`config.mk`:
```
export PLATFORM = sky130hd
export DESIGN_NAME = price_bar_downsampler
export DESIGN_NICKNAME = d
export VERILOG_FILES = /design/src/design/pbd_pkg.sv /design/src/design/pbd_div3.sv /design/src/design/pbd_run_tracker.sv /design/src/design/pbd_bar_calc.sv /design/src/design/price_bar_downsampler.sv
export SDC_FILE = /design/constraint.sdc
export NUM_CORES = 1
export LEC_CHECK = 0
export ABC_AREA = 0
export CORE_UTILIZATION = 60
export CTS_BUF_LIST = sky130_fd_sc_hd__clkbuf_8
export CTS_CLUSTER_SIZE = 25
export DETAILED_ROUTE_END_ITERATION = 6
export DONT_BUFFER_PORTS = 1
export PLACE_DENSITY = 0.86
export SLEW_MARGIN = 5
export SYNTH_ARGS = -nofsm -noshare
export SYNTH_HDL_FRONTEND = slang
export SYNTH_SLANG_ARGS = --single-unit
```
`constraint.sdc`:
```
create_clock -name i_clk -period 9.3 [get_ports i_clk]
set_clock_uncertainty 0.15 [all_clocks]
set_input_delay 0.465 -clock i_clk [delete_from_list [all_inputs] [get_ports i_clk]]
set_output_delay 0.465 -clock i_clk [all_outputs]
set_load 0.005 [all_outputs]
```
`src/design/pbd_pkg.sv`:
```
// shared types, register indexes and small arithmetic helpers of the price bar downsampler
package pbd_pkg;

    typedef enum logic [1:0] {
        MODE_CLOSE    = 2'd0,
        MODE_MIDPOINT = 2'd1,
        MODE_TYPICAL  = 2'd2,
        MODE_AVERAGE  = 2'd3
    } t_bar_mode;

    typedef logic [0:0] t_cfg_index;

    localparam t_cfg_index CFG_GROUP_SIZE = 1'd0;
    localparam t_cfg_index CFG_BAR_MODE   = 1'd1;

    // residue of one base-4 digit modulo 3
    function automatic logic [1:0] f_digit_mod3(input logic [1:0] d);
        logic [1:0] r;
        r = (d == 2'd3) ? 2'd0 : d;
        return r;
    endfunction

    // sum of two residues modulo 3
    function automatic logic [1:0] f_mod3_add(input logic [1:0] a, input logic [1:0] b);
        logic [2:0] s;
        s = {1'b0, a} + {1'b0, b};
        if (s >= 3'd3) begin
            s = s - 3'd3;
        end
        return s[1:0];
    endfunction

    // quotient digit of (4 * remainder + digit) / 3, remainder in 0..2
    function automatic logic [1:0] f_quot_digit(input logic [1:0] rem, input logic [1:0] d);
        logic [1:0] q;
        case ({rem, d})
            4'b00_00: q = 2'd0;
            4'b00_01: q = 2'd0;
            4'b00_10: q = 2'd0;
            4'b00_11: q = 2'd1;
            4'b01_00: q = 2'd1;
            4'b01_01: q = 2'd1;
            4'b01_10: q = 2'd2;
            4'b01_11: q = 2'd2;
            4'b10_00: q = 2'd2;
            4'b10_01: q = 2'd3;
            4'b10_10: q = 2'd3;
            4'b10_11: q = 2'd3;
            default:  q = 2'd0;
        endcase
        return q;
    endfunction

endpackage

```
`src/design/pbd_div3.sv`:
```
// unsigned divide by three: base-4 long division with a prefix tree for the remainders
module pbd_div3 #(
    parameter int WIDTH = 34
) (
    input  logic [WIDTH-1:0] i_dividend,
    output logic [WIDTH-1:0] o_quotient
);
    import pbd_pkg::*;

    localparam int ND = (WIDTH + 1) / 2;
    localparam int LV = $clog2(ND);

    logic [2*ND-1:0] padded;
    logic [2*ND-1:0] quot;
    logic [1:0]      pre [LV+1][ND];

    assign padded = (2*ND)'(i_dividend);

    // residue of (x >> 2j) for every digit j, built as a suffix sum mod 3
    for (genvar j = 0; j < ND; j++) begin : g_leaf
        assign pre[0][j] = f_digit_mod3(padded[2*j +: 2]);
    end

    for (genvar l = 0; l < LV; l++) begin : g_level
        for (genvar j = 0; j < ND; j++) begin : g_node
            if (j + (1 << l) < ND) begin : g_join
                assign pre[l+1][j] = f_mod3_add(pre[l][j], pre[l][j + (1 << l)]);
            end else begin : g_pass
                assign pre[l+1][j] = pre[l][j];
            end
        end
    end

    for (genvar j = 0; j < ND; j++) begin : g_digit
        if (j == ND - 1) begin : g_top
            assign quot[2*j +: 2] = f_quot_digit(2'd0, padded[2*j +: 2]);
        end else begin : g_low
            assign quot[2*j +: 2] = f_quot_digit(pre[LV][j+1], padded[2*j +: 2]);
        end
    end

    assign o_quotient = quot[WIDTH-1:0];

endmodule

```
`src/design/pbd_run_tracker.sv`:
```
// run state of the current bar: tick count, open, high and low, plus the bar term register
module pbd_run_tracker #(
    parameter int PRICE_WIDTH = 32,
    parameter int TIME_WIDTH  = 48,
    parameter int COUNT_WIDTH = 16
) (
    input  logic                          i_clk,
    input  logic                          i_rst_n,
    input  logic [COUNT_WIDTH-1:0]        i_group_size,
    input  pbd_pkg::t_bar_mode            i_bar_mode,
    input  logic                          i_tick_valid,
    output logic                          o_tick_ready,
    input  logic [TIME_WIDTH-1:0]         i_tick_time,
    input  logic signed [PRICE_WIDTH-1:0] i_tick_price,
    input  logic                          i_end_of_series,
    output logic                          o_terms_valid,
    input  logic                          i_terms_ready,
    output logic [TIME_WIDTH-1:0]         o_time,
    output logic signed [PRICE_WIDTH-1:0] o_high,
    output logic signed [PRICE_WIDTH-1:0] o_low,
    output logic signed [PRICE_WIDTH-1:0] o_close,
    output logic signed [PRICE_WIDTH-1:0] o_open,
    output pbd_pkg::t_bar_mode            o_mode
);
    import pbd_pkg::*;

    logic [COUNT_WIDTH-1:0]        r_run_position;
    logic signed [PRICE_WIDTH-1:0] r_run_open;
    logic signed [PRICE_WIDTH-1:0] r_run_high;
    logic signed [PRICE_WIDTH-1:0] r_run_low;
    logic                          r_terms_valid;

    logic                          accept;
    logic                          first_tick;
    logic                          emit;
    logic [COUNT_WIDTH-1:0]        n_run_position;
    logic signed [PRICE_WIDTH-1:0] n_run_open;
    logic signed [PRICE_WIDTH-1:0] n_run_high;
    logic signed [PRICE_WIDTH-1:0] n_run_low;

    assign o_tick_ready  = !r_terms_valid || i_terms_ready;
    assign accept        = i_tick_valid && o_tick_ready;
    assign o_terms_valid = r_terms_valid;

    always_comb begin
        first_tick     = (r_run_position == '0);
        n_run_position = r_run_position + COUNT_WIDTH'(1);
        n_run_open     = first_tick ? i_tick_price : r_run_open;
        n_run_high     = r_run_high;
        n_run_low      = r_run_low;
        if (first_tick || (i_tick_price > r_run_high)) begin
            n_run_high = i_tick_price;
        end
        if (first_tick || (i_tick_price < r_run_low)) begin
            n_run_low = i_tick_price;
        end
        // position wrap counts as a full run
        emit = (i_group_size != '0) &&
               (i_end_of_series || (n_run_position == '0) ||
                (n_run_position >= i_group_size));
    end

    always_ff @(posedge i_clk) begin
        if (!i_rst_n) begin
            r_run_position <= '0;
        end else if (accept) begin
            if ((i_group_size == '0) || emit) begin
                r_run_position <= '0;
            end else begin
                r_run_position <= n_run_position;
            end
        end
    end

    always_ff @(posedge i_clk) begin
        if (accept) begin
            r_run_open <= n_run_open;
            r_run_high <= n_run_high;
            r_run_low  <= n_run_low;
        end
    end

    always_ff @(posedge i_clk) begin
        if (!i_rst_n) begin
            r_terms_valid <= 1'b0;
        end else if (o_tick_ready) begin
            r_terms_valid <= accept && emit;
        end
    end

    always_ff @(posedge i_clk) begin
        if (accept && emit) begin
            o_time  <= i_tick_time;
            o_high  <= n_run_high;
            o_low   <= n_run_low;
            o_close <= i_tick_price;
            o_open  <= n_run_open;
            o_mode  <= i_bar_mode;
        end
    end

endmodule

```
`src/design/pbd_bar_calc.sv`:
```
// bar value pipeline: mode sum, magnitude divide, sign restore into the result register
module pbd_bar_calc #(
    parameter int PRICE_WIDTH = 32,
    parameter int TIME_WIDTH  = 48
) (
    input  logic                          i_clk,
    input  logic                          i_rst_n,
    input  logic                          i_terms_valid,
    output logic                          o_terms_ready,
    input  logic [TIME_WIDTH-1:0]         i_time,
    input  logic signed [PRICE_WIDTH-1:0] i_high,
    input  logic signed [PRICE_WIDTH-1:0] i_low,
    input  logic signed [PRICE_WIDTH-1:0] i_close,
    input  logic signed [PRICE_WIDTH-1:0] i_open,
    input  pbd_pkg::t_bar_mode            i_mode,
    output logic                          o_bar_valid,
    input  logic                          i_bar_ready,
    output logic [TIME_WIDTH-1:0]         o_bar_time,
    output logic signed [PRICE_WIDTH-1:0] o_bar_price
);
    import pbd_pkg::*;

    localparam int SW = PRICE_WIDTH + 2;

    // sum stage
    logic                   r_b_valid;
    logic signed [SW-1:0]   r_b_sum;
    t_bar_mode              r_b_mode;
    logic [TIME_WIDTH-1:0]  r_b_time;
    // divide stage
    logic                   r_c_valid;
    logic [SW-1:0]          r_c_quot;
    logic                   r_c_neg;
    logic [TIME_WIDTH-1:0]  r_c_time;
    // result register
    logic                   r_d_valid;
    logic [TIME_WIDTH-1:0]  r_d_time;
    logic [PRICE_WIDTH-1:0] r_d_price;

    logic                   ready_b;
    logic                   ready_c;
    logic                   ready_d;

    logic signed [SW-1:0]   ext_high;
    logic signed [SW-1:0]   ext_low;
    logic signed [SW-1:0]   ext_close;
    logic signed [SW-1:0]   ext_open;
    logic signed [SW-1:0]   n_b_sum;
    logic                   sum_neg;
    logic [SW-1:0]          magnitude;
    logic [SW-1:0]          mag_div3;
    logic [SW-1:0]          n_c_quot;
    logic [SW-1:0]          n_d_full;

    assign ready_d       = !r_d_valid || i_bar_ready;
    assign ready_c       = !r_c_valid || ready_d;
    assign ready_b       = !r_b_valid || ready_c;
    assign o_terms_ready = ready_b;

    assign ext_high  = {{2{i_high[PRICE_WIDTH-1]}}, i_high};
    assign ext_low   = {{2{i_low[PRICE_WIDTH-1]}}, i_low};
    assign ext_close = {{2{i_close[PRICE_WIDTH-1]}}, i_close};
    assign ext_open  = {{2{i_open[PRICE_WIDTH-1]}}, i_open};

    always_comb begin
        case (i_mode)
            MODE_MIDPOINT: n_b_sum = ext_high + ext_low;
            MODE_TYPICAL:  n_b_sum = (ext_high + ext_low) + ext_close;
            MODE_AVERAGE:  n_b_sum = (ext_high + ext_low) + (ext_close + ext_open);
            default:       n_b_sum = ext_close;
        endcase
    end

    always_ff @(posedge i_clk) begin
        if (!i_rst_n) begin
            r_b_valid <= 1'b0;
        end else if (ready_b) begin
            r_b_valid <= i_terms_valid;
        end
    end

    always_ff @(posedge i_clk) begin
        if (ready_b && i_terms_valid) begin
            r_b_sum  <= n_b_sum;
            r_b_mode <= i_mode;
            r_b_time <= i_time;
        end
    end

    // truncation toward zero: divide the magnitude, restore the sign afterwards
    assign sum_neg   = r_b_sum[SW-1];
    assign magnitude = sum_neg ? (SW'(0) - r_b_sum) : r_b_sum;

    pbd_div3 #(
        .WIDTH(SW)
    ) u_div3 (
        .i_dividend(magnitude),
        .o_quotient(mag_div3)
    );

    always_comb begin
        case (r_b_mode)
            MODE_MIDPOINT: n_c_quot = magnitude >> 1;
            MODE_TYPICAL:  n_c_quot = mag_div3;
            MODE_AVERAGE:  n_c_quot = magnitude >> 2;
            default:       n_c_quot = magnitude;
        endcase
    end

    always_ff @(posedge i_clk) begin
        if (!i_rst_n) begin
            r_c_valid <= 1'b0;
        end else if (ready_c) begin
            r_c_valid <= r_b_valid;
        end
    end

    always_ff @(posedge i_clk) begin
        if (ready_c && r_b_valid) begin
            r_c_quot <= n_c_quot;
            r_c_neg  <= sum_neg;
            r_c_time <= r_b_time;
        end
    end

    assign n_d_full = r_c_neg ? (SW'(0) - r_c_quot) : r_c_quot;

    always_ff @(posedge i_clk) begin
        if (!i_rst_n) begin
            r_d_valid <= 1'b0;
        end else if (ready_d) begin
            r_d_valid <= r_c_valid;
        end
    end

    always_ff @(posedge i_clk) begin
        if (ready_d && r_c_valid) begin
            r_d_time  <= r_c_time;
            r_d_price <= n_d_full[PRICE_WIDTH-1:0];
        end
    end

    assign o_bar_valid = r_d_valid;
    assign o_bar_time  = r_d_time;
    assign o_bar_price = signed'(r_d_price);

endmodule

```
`src/design/price_bar_downsampler.sv`:
```
// top level of the price bar downsampler: configuration registers, run tracker and bar pipeline
//
//  channel  | handshake                      | payload
//  ---------+--------------------------------+------------------------------------------
//  tick in  | i_tick_valid / o_tick_ready    | i_tick_time, i_tick_price, i_end_of_series
//  bar out  | o_bar_valid  / i_bar_ready     | o_bar_time, o_bar_price
//  config   | i_cfg_we (no wait, no readback) | i_cfg_index, i_cfg_data
//
//  one tick transaction per cycle while o_tick_ready is high; after the transaction of the tick that
//  closes its run, a bar passes in order through the term, sum, divide and result registers
//  the run state (count, open, high, low) is updated in the cycle of the tick transaction,
//  so a tick may follow in the very next cycle
//  synchronous active-low reset empties the pipeline and the run, group_size = 1, mode = close
//  a stalled output only holds back the stages behind it once they are all full

module price_bar_downsampler #(
    parameter int PRICE_WIDTH = 32,
    parameter int TIME_WIDTH  = 48,
    parameter int COUNT_WIDTH = 16
) (
    input  logic                          i_clk,
    input  logic                          i_rst_n,
    // configuration write port
    input  logic                          i_cfg_we,
    input  pbd_pkg::t_cfg_index           i_cfg_index,
    input  logic [COUNT_WIDTH-1:0]        i_cfg_data,
    // tick input
    input  logic                          i_tick_valid,
    output logic                          o_tick_ready,
    input  logic [TIME_WIDTH-1:0]         i_tick_time,
    input  logic signed [PRICE_WIDTH-1:0] i_tick_price,
    input  logic                          i_end_of_series,
    // bar output
    output logic                          o_bar_valid,
    input  logic                          i_bar_ready,
    output logic [TIME_WIDTH-1:0]         o_bar_time,
    output logic signed [PRICE_WIDTH-1:0] o_bar_price
);
    import pbd_pkg::*;

    logic [COUNT_WIDTH-1:0]        r_group_size;
    t_bar_mode                     r_bar_mode;

    // finished bar terms between tracker and value pipeline
    logic                          terms_valid;
    logic                          terms_ready;
    logic [TIME_WIDTH-1:0]         terms_time;
    logic signed [PRICE_WIDTH-1:0] terms_high;
    logic signed [PRICE_WIDTH-1:0] terms_low;
    logic signed [PRICE_WIDTH-1:0] terms_close;
    logic signed [PRICE_WIDTH-1:0] terms_open;
    t_bar_mode                     terms_mode;

    // configuration decode; to be written only while the block is idle, which the block itself does not enforce
    always_ff @(posedge i_clk) begin
        if (!i_rst_n) begin
            r_group_size <= COUNT_WIDTH'(1);
            r_bar_mode   <= MODE_CLOSE;
        end else if (i_cfg_we) begin
            unique case (i_cfg_index)
                CFG_GROUP_SIZE: r_group_size <= i_cfg_data;
                CFG_BAR_MODE:   r_bar_mode   <= t_bar_mode'(i_cfg_data[1:0]);
                default:        r_bar_mode   <= r_bar_mode;
            endcase
        end
    end

    // run bookkeeping; a closing tick hands its terms on and restarts the run
    pbd_run_tracker #(
        .PRICE_WIDTH(PRICE_WIDTH),
        .TIME_WIDTH (TIME_WIDTH),
        .COUNT_WIDTH(COUNT_WIDTH)
    ) u_tracker (
        .i_clk          (i_clk),
        .i_rst_n        (i_rst_n),
        .i_group_size   (r_group_size),
        .i_bar_mode     (r_bar_mode),
        .i_tick_valid   (i_tick_valid),
        .o_tick_ready   (o_tick_ready),
        .i_tick_time    (i_tick_time),
        .i_tick_price   (i_tick_price),
        .i_end_of_series(i_end_of_series),
        .o_terms_valid  (terms_valid),
        .i_terms_ready  (terms_ready),
        .o_time         (terms_time),
        .o_high         (terms_high),
        .o_low          (terms_low),
        .o_close        (terms_close),
        .o_open         (terms_open),
        .o_mode         (terms_mode)
    );

    // mode-selected average, truncated toward zero
    pbd_bar_calc #(
        .PRICE_WIDTH(PRICE_WIDTH),
        .TIME_WIDTH (TIME_WIDTH)
    ) u_calc (
        .i_clk        (i_clk),
        .i_rst_n      (i_rst_n),
        .i_terms_valid(terms_valid),
        .o_terms_ready(terms_ready),
        .i_time       (terms_time),
        .i_high       (terms_high),
        .i_low        (terms_low),
        .i_close      (terms_close),
        .i_open       (terms_open),
        .i_mode       (terms_mode),
        .o_bar_valid  (o_bar_valid),
        .i_bar_ready  (i_bar_ready),
        .o_bar_time   (o_bar_time),
        .o_bar_price  (o_bar_price)
    );

endmodule
```
Word level (Yosys, flattened, before mapping)
Memory sizes are Yosys's and may differ from the RTL's.
Index checks and enable logic that the tools add are counted.
{"block": "word_totals", "register_bits": 557, "mem_bits_ro": 512, "inputBits": 103, "output_inout_bits": 82, "wordCells": 318, "mem_count": 16}
{"name": "(name not given)", "depth": 16, "width": 2, "rd": 1, "rd_clocked_by_memory_dff": 0, "wr": 0, "line_no": "pbd_pkg.sv:36", "text": "case ({rem, d})"}
{"name": "(name not given)", "depth": 16, "width": 2, "rd": 1, "rd_clocked_by_memory_dff": 0, "wr": 0, "line_no": "pbd_pkg.sv:36"}
{"name": "(name not given)", "depth": 16, "width": 2, "rd": 1, "rd_clocked_by_memory_dff": 0, "wr": 0, "line_no": "pbd_pkg.sv:36"}
{"name": "(name not given)", "depth": 16, "width": 2, "rd": 1, "rd_clocked_by_memory_dff": 0, "wr": 0, "line_no": "pbd_pkg.sv:36"}
{"name": "(name not given)", "depth": 16, "width": 2, "rd": 1, "rd_clocked_by_memory_dff": 0, "wr": 0, "line_no": "pbd_pkg.sv:36"}
{"name": "(name not given)", "depth": 16, "width": 2, "rd": 1, "rd_clocked_by_memory_dff": 0, "wr": 0, "line_no": "pbd_pkg.sv:36"}
{"name": "+10 memories"}
{"block": "op_classes", "add_sub_neg": 105, "n_lt_le_gt_ge": 52, "eq_ne": 22, "n_mux": 73, "n_bitwise": 1, "reduce_logical": 25}
{"operator": "2-bit by 2-bit adder with 3-bit output", "n": 49}
{"operator": "3-bit by 2-bit >= comparator with 1-bit output, second input constant", "n": 49}
{"operator": "2-bit 2-to-1 mux", "n": 65}
{"operator": "32-bit 2-to-1 mux", "n": 4}
{"operator": "34-bit one-hot mux with 3 select lines", "n": 1}
{"operator": "2-bit subtractor, second input constant", "n": 49}
{"operator": "32-bit one-hot mux with 3 select lines", "n": 1}
{"operator": "32-bit by 32-bit adder with 33-bit output", "n": 2}
{"operator": "16-bit logical NOT", "n": 3}
{"operator": "2-bit == test, second input constant", "n": 20}
{"operator": "33-bit by 32-bit adder with 34-bit output", "n": 1}
{"operator": "33-bit by 33-bit adder with 34-bit output", "n": 1}
{"operator": "34-bit 2-to-1 mux", "n": 1}
{"operator": "1-bit by 34-bit subtractor with 34-bit output, first input constant", "n": 1}
{"operator": "32-bit greater-than comparator", "n": 1}
{"operator": "32-bit < comparator", "n": 1}
{"operator": "1-bit by 32-bit subtractor with 32-bit output, first input constant", "n": 1}
{"operator": "16-bit by 1-bit adder with 16-bit output, second input constant", "n": 1}
{"operator": "16-bit >= comparator", "n": 1}
{"operator": "16-bit 2-to-1 mux", "n": 1}
{"operator": "16-bit nonzero test", "n": 1}
{"operator": "1-bit logical OR", "n": 9}
{"operator": "1-bit logical AND", "n": 6}
{"operator": "2-bit by 1-bit == test with 1-bit output, second input constant", "n": 2}
{"operator": "3 further kinds", "n": 7}

Longest topological paths before layout
Gate-level depths: netlist (run 1).
An unclocked memory read counts as a cell.
{"block": "logic_depth", "ltp_word": 18, "depth_mapped": 37, "mapped_depth_nobuf": 37}

Hierarchy
Synthesis (run 1) repeated with hierarchy kept, for this count alone.
{"block": "hier_totals", "hier_cells": 3184, "hier_area_um2": 36098.4}
{"module": "pbd_bar_calc", "n_inst": 1, "cells_each": 1486, "area_each_um2": 16717.3, "seq_area_each_um2": 7417.1}
{"module": "pbd_run_tracker", "n_inst": 1, "cells_each": 909, "area_each_um2": 13016.2, "seq_area_each_um2": 8568.2}
{"module": "pbd_div3", "n_inst": 1, "cells_each": 710, "area_each_um2": 5621.6, "seq_area_each_um2": 0.0}
{"module": "price_bar_downsampler", "n_inst": 1, "cells_each": 79, "area_each_um2": 743.2, "seq_area_each_um2": 360.3}

Worst setup path after synthesis (run 1)
OpenSTA, ideal clock, no wires.
{"block": "synth_timing", "path_kind": "reg-to-reg", "startpoint": "reg u_calc.r_b_sum[11]", "endpoint": "reg u_calc.r_c_quot[1] (data pin)", "setup_ns": 0.267, "arrival_ns": 8.561, "required_ns": 8.883, "path_slack_ns": 0.321, "path_stages_with_launch": 32, "n_path_buf": 0, "period_less_slack_ns": 8.979, "path_cell_list": "edfxtp_1 or4_4 nor4_4 nand3_2 or3_4 o41ai_4 xor2_2 or2_2 inv_2 ha_1 ha_1 ha_1 or3_1 a21oi_1 ha_1 fa_1 ha_1 or3_1 a21oi_1 ha_1 fa_1 ha_1 or3_1 a21oi_1 ha_1 fa_1 ha_1 o21ai_0 o31a_1 a21oi_1 o211ai_1 o21ai_0"}
{"block": "synth_via", "elab_chain_len": 18, "word_cells_on_any_way": 76, "classes_between": "add/sub: 25; order compare: 12; eq/ne: 12; mux: 26; memory: 1"}
{"item": "start: declaration", "line_no": "pbd_bar_calc.sv:27", "text": "logic signed [SW-1:0] r_b_sum;"}
{"item": "start signal: assignment", "line_no": "pbd_bar_calc.sv:84", "text": "r_b_sum <= n_b_sum;"}
{"item": "1-bit by 34-bit subtractor with 34-bit output", "line_no": "pbd_bar_calc.sv:92", "text": "assign magnitude = sum_neg ? (SW'(0) - r_b_sum) : r_b_sum;"}
{"item": "34-bit 2-to-1 mux *", "line_no": "pbd_bar_calc.sv:92"}
{"item": "2-bit == test (on tied branches)"}
{"item": "2-bit 2-to-1 mux", "line_no": "pbd_pkg.sv:19", "text": "r = (d == 2'd3) ? 2'd0 : d;"}
{"item": "2-bit by 2-bit adder with 3-bit output", "line_no": "pbd_pkg.sv:26", "text": "s = {1'b0, a} + {1'b0, b};"}
{"item": "3-bit by 2-bit >= comparator with 1-bit output / 2-bit subtractor (equally long branches)", "line_no": "pbd_pkg.sv:27, pbd_pkg.sv:28"}
{"item": "2-bit 2-to-1 mux", "line_no": "pbd_pkg.sv:27", "text": "if (s >= 3'd3) begin"}
{"item": "2-bit by 2-bit adder with 3-bit output", "line_no": "pbd_pkg.sv:26"}
{"item": "(+3 left out)"}
{"item": "3-bit by 2-bit >= comparator with 1-bit output / 2-bit subtractor (equally long branches)", "line_no": "pbd_pkg.sv:27, pbd_pkg.sv:28"}
{"item": "2-bit 2-to-1 mux", "line_no": "pbd_pkg.sv:27"}
{"item": "2-bit by 2-bit adder with 3-bit output *", "line_no": "pbd_pkg.sv:26"}
{"item": "3-bit by 2-bit >= comparator with 1-bit output / 2-bit subtractor (equally long branches)", "line_no": "pbd_pkg.sv:27, pbd_pkg.sv:28"}
{"item": "2-bit 2-to-1 mux *", "line_no": "pbd_pkg.sv:27"}
{"item": "memory 16 x 2 bit *"}
{"item": "32-bit one-hot mux with 3 select lines *", "line_no": "pbd_bar_calc.sv:102", "text": "case (r_b_mode)"}
{"item": "via u_calc.n_c_quot[1]", "line_no": "pbd_bar_calc.sv:52", "text": "logic [SW-1:0] n_c_quot;"}
{"item": "end signal: assignment", "line_no": "pbd_bar_calc.sv:120", "text": "r_c_quot <= n_c_quot;"}
{"item": "end: declaration", "line_no": "pbd_bar_calc.sv:32", "text": "logic [SW-1:0] r_c_quot;"}
The timed path passes the listed nets; every way through them passes the cells marked *.
A chain may end at the register's enable or synchronous reset.

Worst setup path in the final report (run 1)
{"block": "layout_timing", "startpoint": "reg u_calc.r_b_sum[16]", "endpoint": "reg u_calc.r_c_quot[11] (data pin)"}
{"block": "layout_via", "elab_chain_len": 18, "word_cells_on_any_way": 58, "classes_between": "add/sub: 19; order compare: 9; eq/ne: 9; mux: 20; memory: 1"}
{"item": "1-bit by 34-bit subtractor with 34-bit output", "line_no": "pbd_bar_calc.sv:92"}
{"item": "34-bit 2-to-1 mux *", "line_no": "pbd_bar_calc.sv:92"}
{"item": "2-bit == test", "line_no": "pbd_pkg.sv:19"}
{"item": "2-bit 2-to-1 mux", "line_no": "pbd_pkg.sv:19"}
{"item": "2-bit by 2-bit adder with 3-bit output", "line_no": "pbd_pkg.sv:26"}
{"item": "3-bit by 2-bit >= comparator with 1-bit output / 2-bit subtractor (equally long branches)", "line_no": "pbd_pkg.sv:27, pbd_pkg.sv:28"}
{"item": "2-bit 2-to-1 mux", "line_no": "pbd_pkg.sv:27"}
{"item": "2-bit by 2-bit adder with 3-bit output", "line_no": "pbd_pkg.sv:26"}
{"item": "(+3 left out)"}
{"item": "3-bit by 2-bit >= comparator with 1-bit output / 2-bit subtractor (equally long branches)", "line_no": "pbd_pkg.sv:27, pbd_pkg.sv:28"}
{"item": "2-bit 2-to-1 mux", "line_no": "pbd_pkg.sv:27"}
{"item": "2-bit by 2-bit adder with 3-bit output *", "line_no": "pbd_pkg.sv:26"}
{"item": "3-bit by 2-bit >= comparator with 1-bit output / 2-bit subtractor (equally long branches)", "line_no": "pbd_pkg.sv:27, pbd_pkg.sv:28"}
{"item": "2-bit 2-to-1 mux *", "line_no": "pbd_pkg.sv:27"}
{"item": "memory 16 x 2 bit *"}
{"item": "32-bit one-hot mux with 3 select lines *", "line_no": "pbd_bar_calc.sv:102"}
{"item": "via u_calc.n_c_quot[11]", "line_no": "pbd_bar_calc.sv:52"}
Marked as above.

==> summary.md, run 1 <==
| Metric | Value |
|---|---|
| Initial Util | 61.2% |
| GP Congestion | 0.919 |
| Path type of the worst setup path | reg -> reg |
| Via count | 25300 |
| Fillers | 3859 |
| Remaining DRCs | 11 |
| Status | complete, but fails checks |
| Final ANT Viol Nets | 0 |
| Slew margin rel. | 27.2% |
| Vias in the first global route | 24400 |
| Fraction of layout cells with a size suffix above 1 | 11.7% |
| Net Count, Synth | 3627 |
| CP endpoint kind | register |
| GR Util met2 | 45.4% |
| CP most frequent cell | ha_1 |
| Main synth FF type | edfxtp_1 |
| Chip Width | 242 um |
| Hold path start | i_rst_n |
| Busiest grt layer | met2 |
| CTS clk-pin slew, worst paths | 70 ps |
| M3 GR Usage | 3.97% |
| Drt total wl | 80.7 mm |
| Slew Viols, Final | 0 |
| Syn Inst Count | 3172 |
| Clock sink count | 557 |
| Finished Core Util | 69.0% |
| CTS tree | done |
| Number of CTS-inserted buffers | 87 |
| CP startpoint | u_calc.r_b_sum[16] |
| Synth-to-Final Area Change | 12.8% |
| Worst-path maximum fanout | 5 |
| Hold WS | 45.1 ps |
| Post-synthesis sequential area ratio | 47.1% |
| CTS Root Cell | clkbuf_8 |
| Final min period | 9050 ps |
| Post-synthesis instance area | 34700 um2 |
| TritonRoute pass-1 iters | 7 |
| Total track usage | 27.2% |
| Slowest CP cell | or4_4 |
| ANT cells | 0 |
| Crit path buf inv count | 1 |
| PortBufs | 0 |
| Post-Place Cell Area | 35800 um2 |
| Largest net degree at the start of global routing | 91 |
| First-pass GRT wire length | 128 mm |
| Post-DR wirelength/cell | 19.2 um |
| Fin. Hold Viols | 0 |
| GR Overflow Total | 0 |
| Yosys cell types | 89 |
| Setup ws final | 254 ps |
| Clock Path Buffers | 3 |
| Worst stage delay on the critical path | 590 ps |
| GR Layer Usage met1 | 36.1% |
| CP Launch Type | register |
| Count of final setup violators | 0 |
| Async SR Flop Fraction | 0% |
| Initial detailed-routing violation count | 2109 |
| Vias per cell | 6.02 |
| Core Region | 56700 um2 |
| Worst slack, placed | -102 ps |
| Nets@finish | 3819 |
| MaxCap Viol Count | 0 |
| Worst skew pair latency | 720 ps |
| Hpwl dp | 56.2 mm |
| Maximum clock rate | 111 MHz |
| Critical path's top delay family | adder cells |
| Initial antenna violation count | 0 |
| Failing checks | DRC |
| Worst-Margin Slew | 1090 ps |
| Ports | 185 |
| Data arrival, critical path | 9350 ps |
| R2r startpoint | u_calc.r_b_sum[16] |
| Synth Area per Inst | 10.9 um2 |
| Synth warn | 0 |
| H-tree levels | 3 |
| Type of the worst min-delay path | in -> reg |
| Period utilization | 97.3% |
| EDFF count, synth | 519 |
| FF+latch count, synth | 557 |
| Fin area | 39100 um2 |
| DIE HEIGHT | 242 um |
| Die Footprint | 58800 um2 |
| Cell Rows | 87 |
| Required time of the critical path | 9610 ps |
synthesized netlist by cell type (24+ instances only):
cell | instances | area share [%]
a211oi_1 | 25 | 0.54
a21o_1 | 73 | 1.6
a21oi_1 | 176 | 2.5
a31oi_1 | 24 | 0.43
clkbuf_1 | 66 | 0.71
dfxtp_1 | 38 | 2.2
edfxtp_1 | 519 | 45
fa_1 | 72 | 4.2
ha_1 | 280 | 10
inv_1 | 315 | 3.4
mux2_2 | 86 | 2.8
nand2_1 | 307 | 3.3
nand2b_1 | 24 | 0.43
nand3_1 | 50 | 0.72
nor2_1 | 189 | 2.0
nor2b_1 | 32 | 0.58
nor3_1 | 69 | 1.0
o211ai_1 | 26 | 0.56
o21a_1 | 40 | 0.87
o21ai_0 | 180 | 2.6
o31ai_1 | 26 | 0.56
or3_1 | 39 | 0.70
xnor2_1 | 115 | 2.9
xor2_1 | 78 | 2.0
layer usage:
| metal | vias up | share of wire [%] |
|---|---|---|
| li1 | 12000 | - |
| met1 | 12100 | 42 |
| met2 | 985 | 48 |
| met3 | 176 | 6.6 |
| met4 | 0 | 2.9 |
| met5 | - | 0 |
state kept, by name (all words and copies together) (netlist names), 32 cells and up:
register and count:
u_tracker.r_run_high 32, u_calc.o_bar_time 48, u_calc.o_bar_price 32, u_tracker.o_open 32, u_tracker.o_time 48, u_calc.r_b_sum 34, u_calc.r_c_time 48, u_calc.r_b_time 48
u_calc.r_c_quot 32, u_tracker.o_high 32, u_tracker.r_run_low 32, u_tracker.o_low 32, u_tracker.o_close 32, u_tracker.r_run_open 32
area by class of cell:
cell class	instances	area, um2	area share [%]
clock inverter	74	534	1.37
tap	756	946	2.42
inverter	318	1200	3.08
clock buffer	90	1240	3.17
multi-input combinational	2224	17300	44.1
sequential	557	16300	41.8
timing repair buffer	176	1600	4.09
what timing repair did:
item | 4_1_cts | 5_1_grt
hold buffers | 111 | 0
hold endpoints to repair | 294 | 0
gates resized for setup | 1 | 80
pin swaps | 0 | 21
buffers inserted | 0 | 19
endpoints found under the setup margin | 2 | 16
path summary, 6_finish.rpt:
check	to	slack (ps)	cells after the start
setup / recovery	u_calc.r_c_quot[11]	250	31
hold reg to reg	u_calc.r_b_time[41]	260	0
setup reg to reg	u_calc.r_c_quot[11]	250	31
hold / removal	u_tracker.r_run_position[9]	50	3
stage by stage:
stage | TNS [ps] | instances
6_report | 0 | 4195
4_1_cts | 0 | 4176
3_5_place_dp | -126 | 3901
3_3_place_gp | 0 | 3901
2_1_floorplan | 0 | 3172
5_1_grt | -282 | 4195
worst register-to-register path, delay by kind of cell, from the launching register on:
family / cells / cell delay [ps]
XOR/XNOR: 2 / 330
adder cells (fa/ha/maj): 11 / 3290
AND/OR/NAND/NOR: 9 / 2650
multiplexers: 2 / 750
buffers and inverters: 1 / 170
AO/OA/AOI/OAI: 6 / 1030
flip-flops: 1 / 420
layout by cell type, fill, tap and decap left out, types with 36 or more instances in the layout:
master	instances
a21o_1	73
a21oi_1	165
buf_4	65
clkbuf_8	90
dfxtp_1	38
dlygate4sd3_1	111
edfxtp_1	519
fa_1	67
ha_1	273
inv_1	328
mux2_2	86
nand2_1	306
nand3_1	50
nor2_1	181
nor3_1	66
o21a_1	40
o21ai_0	171
or3_1	36
xnor2_1	111
xor2_1	77
logic make-up after synthesis:
| family | after synthesis | synth area share [%] |
|---|---|---|
| adder cells (fa/ha/maj) | 363 | 14.6 |
| buffers and inverters | 391 | 4.23 |
| multiplexers | 121 | 4.52 |
| flip-flops | 557 | 47.1 |
| AO/OA/AOI/OAI | 715 | 13.3 |
| AND/OR/NAND/NOR | 829 | 11.3 |
| XOR/XNOR | 196 | 5.01 |
Power of run 1 is not shown: default switching activity piles up to over one toggle a cycle in this logic, so the estimate is an artifact.
==> inputs of run 2 (changes only) <==
--- a/config.mk
+++ b/config.mk
@@ -13,3 +13,3 @@
 export DONT_BUFFER_PORTS = 1
-export PLACE_DENSITY = 0.86
+export PLACE_DENSITY = 0.79
 export SLEW_MARGIN = 5
==> constraint.sdc (replaced) <==
create_clock -name i_clk -period 9.3 [get_ports i_clk]
set_clock_uncertainty 0.15 [all_clocks]
set_input_delay 1.395 -clock i_clk [delete_from_list [all_inputs] [get_ports i_clk]]
set_output_delay 1.395 -clock i_clk [all_outputs]
set_load 0.005 [all_outputs]
==> run 2 against run 1 <==
Non-clock buffer count decreased by 84. Global-route usage increased by 0.77 points. Via count down 1.0%. Critical endpoint is now u_calc.r_c_quot[3]. Sequential cell count unchanged. First-iteration DRC count fell by 2.6%. Clock-buffer cell count is 1 higher. Die area unchanged. Sequential share of layout area up 0.87 points. Final area is 2.0% lower. Worst hold slack gained 210 ps. Maximum frequency down 0.61%. The run now ends clean.
==> summary.md, run 2 (synthesis results as in run 1) <==
| Metric | Value |
|---|---|
| Status | finished clean |
| Vias per cell | 6.09 (+1.1%) |
| Ports | 185 (unchanged) |
| Critical path's top delay family | adder cells |
| GP Congestion | 0.990 (+7.7%) |
| Drt total wl | 82.9 mm (+2.7%) |
| Path type of the worst setup path | reg -> reg |
| First-pass GRT wire length | 131 mm (+2.2%) |
| Vias in the first global route | 25100 (+2.7%) |
| Cell Rows | 87 (unchanged) |
| TritonRoute pass-1 iters | 6 (-1) |
| Final ANT Viol Nets | 0 (unchanged) |
| Final min period | 9100 ps (+55.3 ps) |
| Required time of the critical path | 9590 ps (-20 ps) |
| GR Overflow Total | 0 (unchanged) |
| Maximum clock rate | 110 MHz (-0.61%) |
| Hold WS | 251 ps (+206 ps) |
| Core Region | 56700 um2 (unchanged) |
| Slew Viols, Final | 0 (unchanged) |
| Synth-to-Final Area Change | 10.5% |
| Type of the worst min-delay path | reg -> reg |
| Most frequent cells in the layout | edfxtp_1 (519), inv_1 (335), nand2_1 (304) |
| Total track usage | 27.9% (+0.77 points) |
| Worst-Margin Slew | 1240 ps (+154 ps) |
| Fin area | 38300 um2 (-2.0%) |
| Hold path start | u_tracker.o_time[21] |
| Post-Place Cell Area | 35900 um2 (+0.29%) |
| Initial detailed-routing violation count | 2055 (-2.6%) |
| Commonest non-fill, non-tap cell in the layout | edfxtp_1 |
| Count of final setup violators | 0 (unchanged) |
| CTS Root Cell | clkbuf_8 |
| CTS clk-pin slew, worst paths | 60 ps (about the same) |
| R2R depth | 32 (+3.2%) |
| Post-DR wirelength/cell | 20.2 um (+4.9%) |
| PortBufs | 0 (unchanged) |
| CP Launch Type | register |
| Worst stage delay on the critical path | 590 ps (about the same) |
| CTS tree | done |
| CP most frequent cell | ha_1 |
| Worst-path maximum fanout | 5 (unchanged) |
| Via count | 25000 (-1.0%) |
| Number of CTS-inserted buffers | 90 (+3.4%) |
| Remaining DRCs | 0 (-11) |
| Placed Cells | 3915 (+0.36%) |
| Die Footprint | 58800 um2 (unchanged) |
| R2r startpoint | u_calc.r_b_sum[19] |
| Initial Util | 61.2% (unchanged) |
| Largest net degree at the start of global routing | 91 (unchanged) |
| Hold path endpoint | u_calc.r_b_time[21] |
| Initial antenna violation count | 2 (+2) |
| Clock Path Buffers | 3 (unchanged) |
| CP endpoint kind | register |
| Crit path buf inv count | 1 (unchanged) |
| Final non-filler cell total | 4108 (-2.1%) |
| Fraction of layout cells with a size suffix above 1 | 13.3% (+1.6 points) |
| Slew margin rel. | 16.9% (-10 points) |
| Setup TNS | 0 ps (unchanged) |
| Fillers | 4115 (+6.6%) |
| Fin. Hold Viols | 0 (unchanged) |
| H-tree levels | 3 (unchanged) |
| Data arrival, critical path | 9390 ps (+40 ps) |
| Worst R2R End | u_calc.r_c_quot[3] |
| Worst skew pair latency | 710 ps (about the same) |
| Nets@finish | 3738 (-2.1%) |
| Worst hold path depth | 0 (-3) |
| Reg-to-reg slack, setup | 200 ps (-60 ps) |
| Period utilization | 97.9% (+0.60 points) |
| RSZ-0062 raised after global routing | yes |
| Slowest CP cell | or4_4 |
| Clock sink count | 557 (unchanged) |
| Hpwl dp | 62.3 mm (+11%) |
| DIE HEIGHT | 242 um (unchanged) |
| Chip Width | 242 um (unchanged) |
| MaxCap Viol Count | 0 (unchanged) |
## run 2: changes by cell type in the layout (fill, tap and decap cells not counted), sizes merged
cell	before	now
dlygate4sd3	111	0
buf	65	92
clkinv	48	36
inv	338	344
bufinv	4	5
clkbuf	90	91
diode	0	1
## run 2: through the flow
step                      setup WS [ps]  util (%)
after floorplan                     321         -
after global placement              201      63.2
after detailed placement           -163      63.2
after CTS                          2.66      66.3
after global routing               -114      67.6
final                               199      67.6
## run 2: worst reg2reg max path, delay by kind of cell (launching register included)
kind | cells | cell delay (ps)
buf+inv | 1 | 180
xor+xnor | 2 | 340
flops | 1 | 450
simple gates | 9 | 2780
compound gates | 7 | 1190
mux | 2 | 550
fa+ha+maj | 11 | 3180
## run 2: layout make-up
cell class / instances / area (um2) / share of cell area (%)
multi-input combinational: 2224 / 17400 / 45.4
timing repair buffer: 92 / 691 / 1.80
sequential: 557 / 16300 / 42.6
antenna: 1 / 2.50 / 0.00653
clock buffer: 91 / 1250 / 3.27
clock inverter: 69 / 494 / 1.29
tap: 756 / 946 / 2.47
inverter: 318 / 1200 / 3.13
## run 2: worst max path at each step
| stage | from | end | slack (ps) | cells after the start |
|---|---|---|---|---|
| global placement | u_calc.r_b_sum[12] | u_calc.r_c_quot[5] | 200 | 33 |
| CTS | u_calc.r_b_sum[12] | u_calc.r_c_quot[1] | 3 | 31 |
| floorplan | u_calc.r_b_sum[11] | u_calc.r_c_quot[1] | 320 | 31 |
| global route | u_calc.r_b_sum[19] | u_calc.r_c_quot[1] | -110 | 31 |
| finish | u_calc.r_b_sum[19] | u_calc.r_c_quot[3] | 200 | 32 |
| detailed placement | u_calc.r_b_sum[12] | u_calc.r_c_quot[3] | -160 | 33 |
## run 2: repair_timing
item / CTS / global route
setup endpoints to repair: 5 / 15
pin swaps: 0 / 30
hold buffers: 0 / 0
hold endpoints to repair: 0 / 0
resized for setup: 7 / 107
buffers inserted: 0 / 32
## run 2: routing by layer
metal	part of all wire (%)	up-vias	track usage, %
met4	3.7	0	10.9
li1	-	11800	-
met2	50	919	48.5
met5	0	-	0
met1	41	12100	35.3
met3	6.0	209	3.83
Power of run 2 is left out for the same reason.
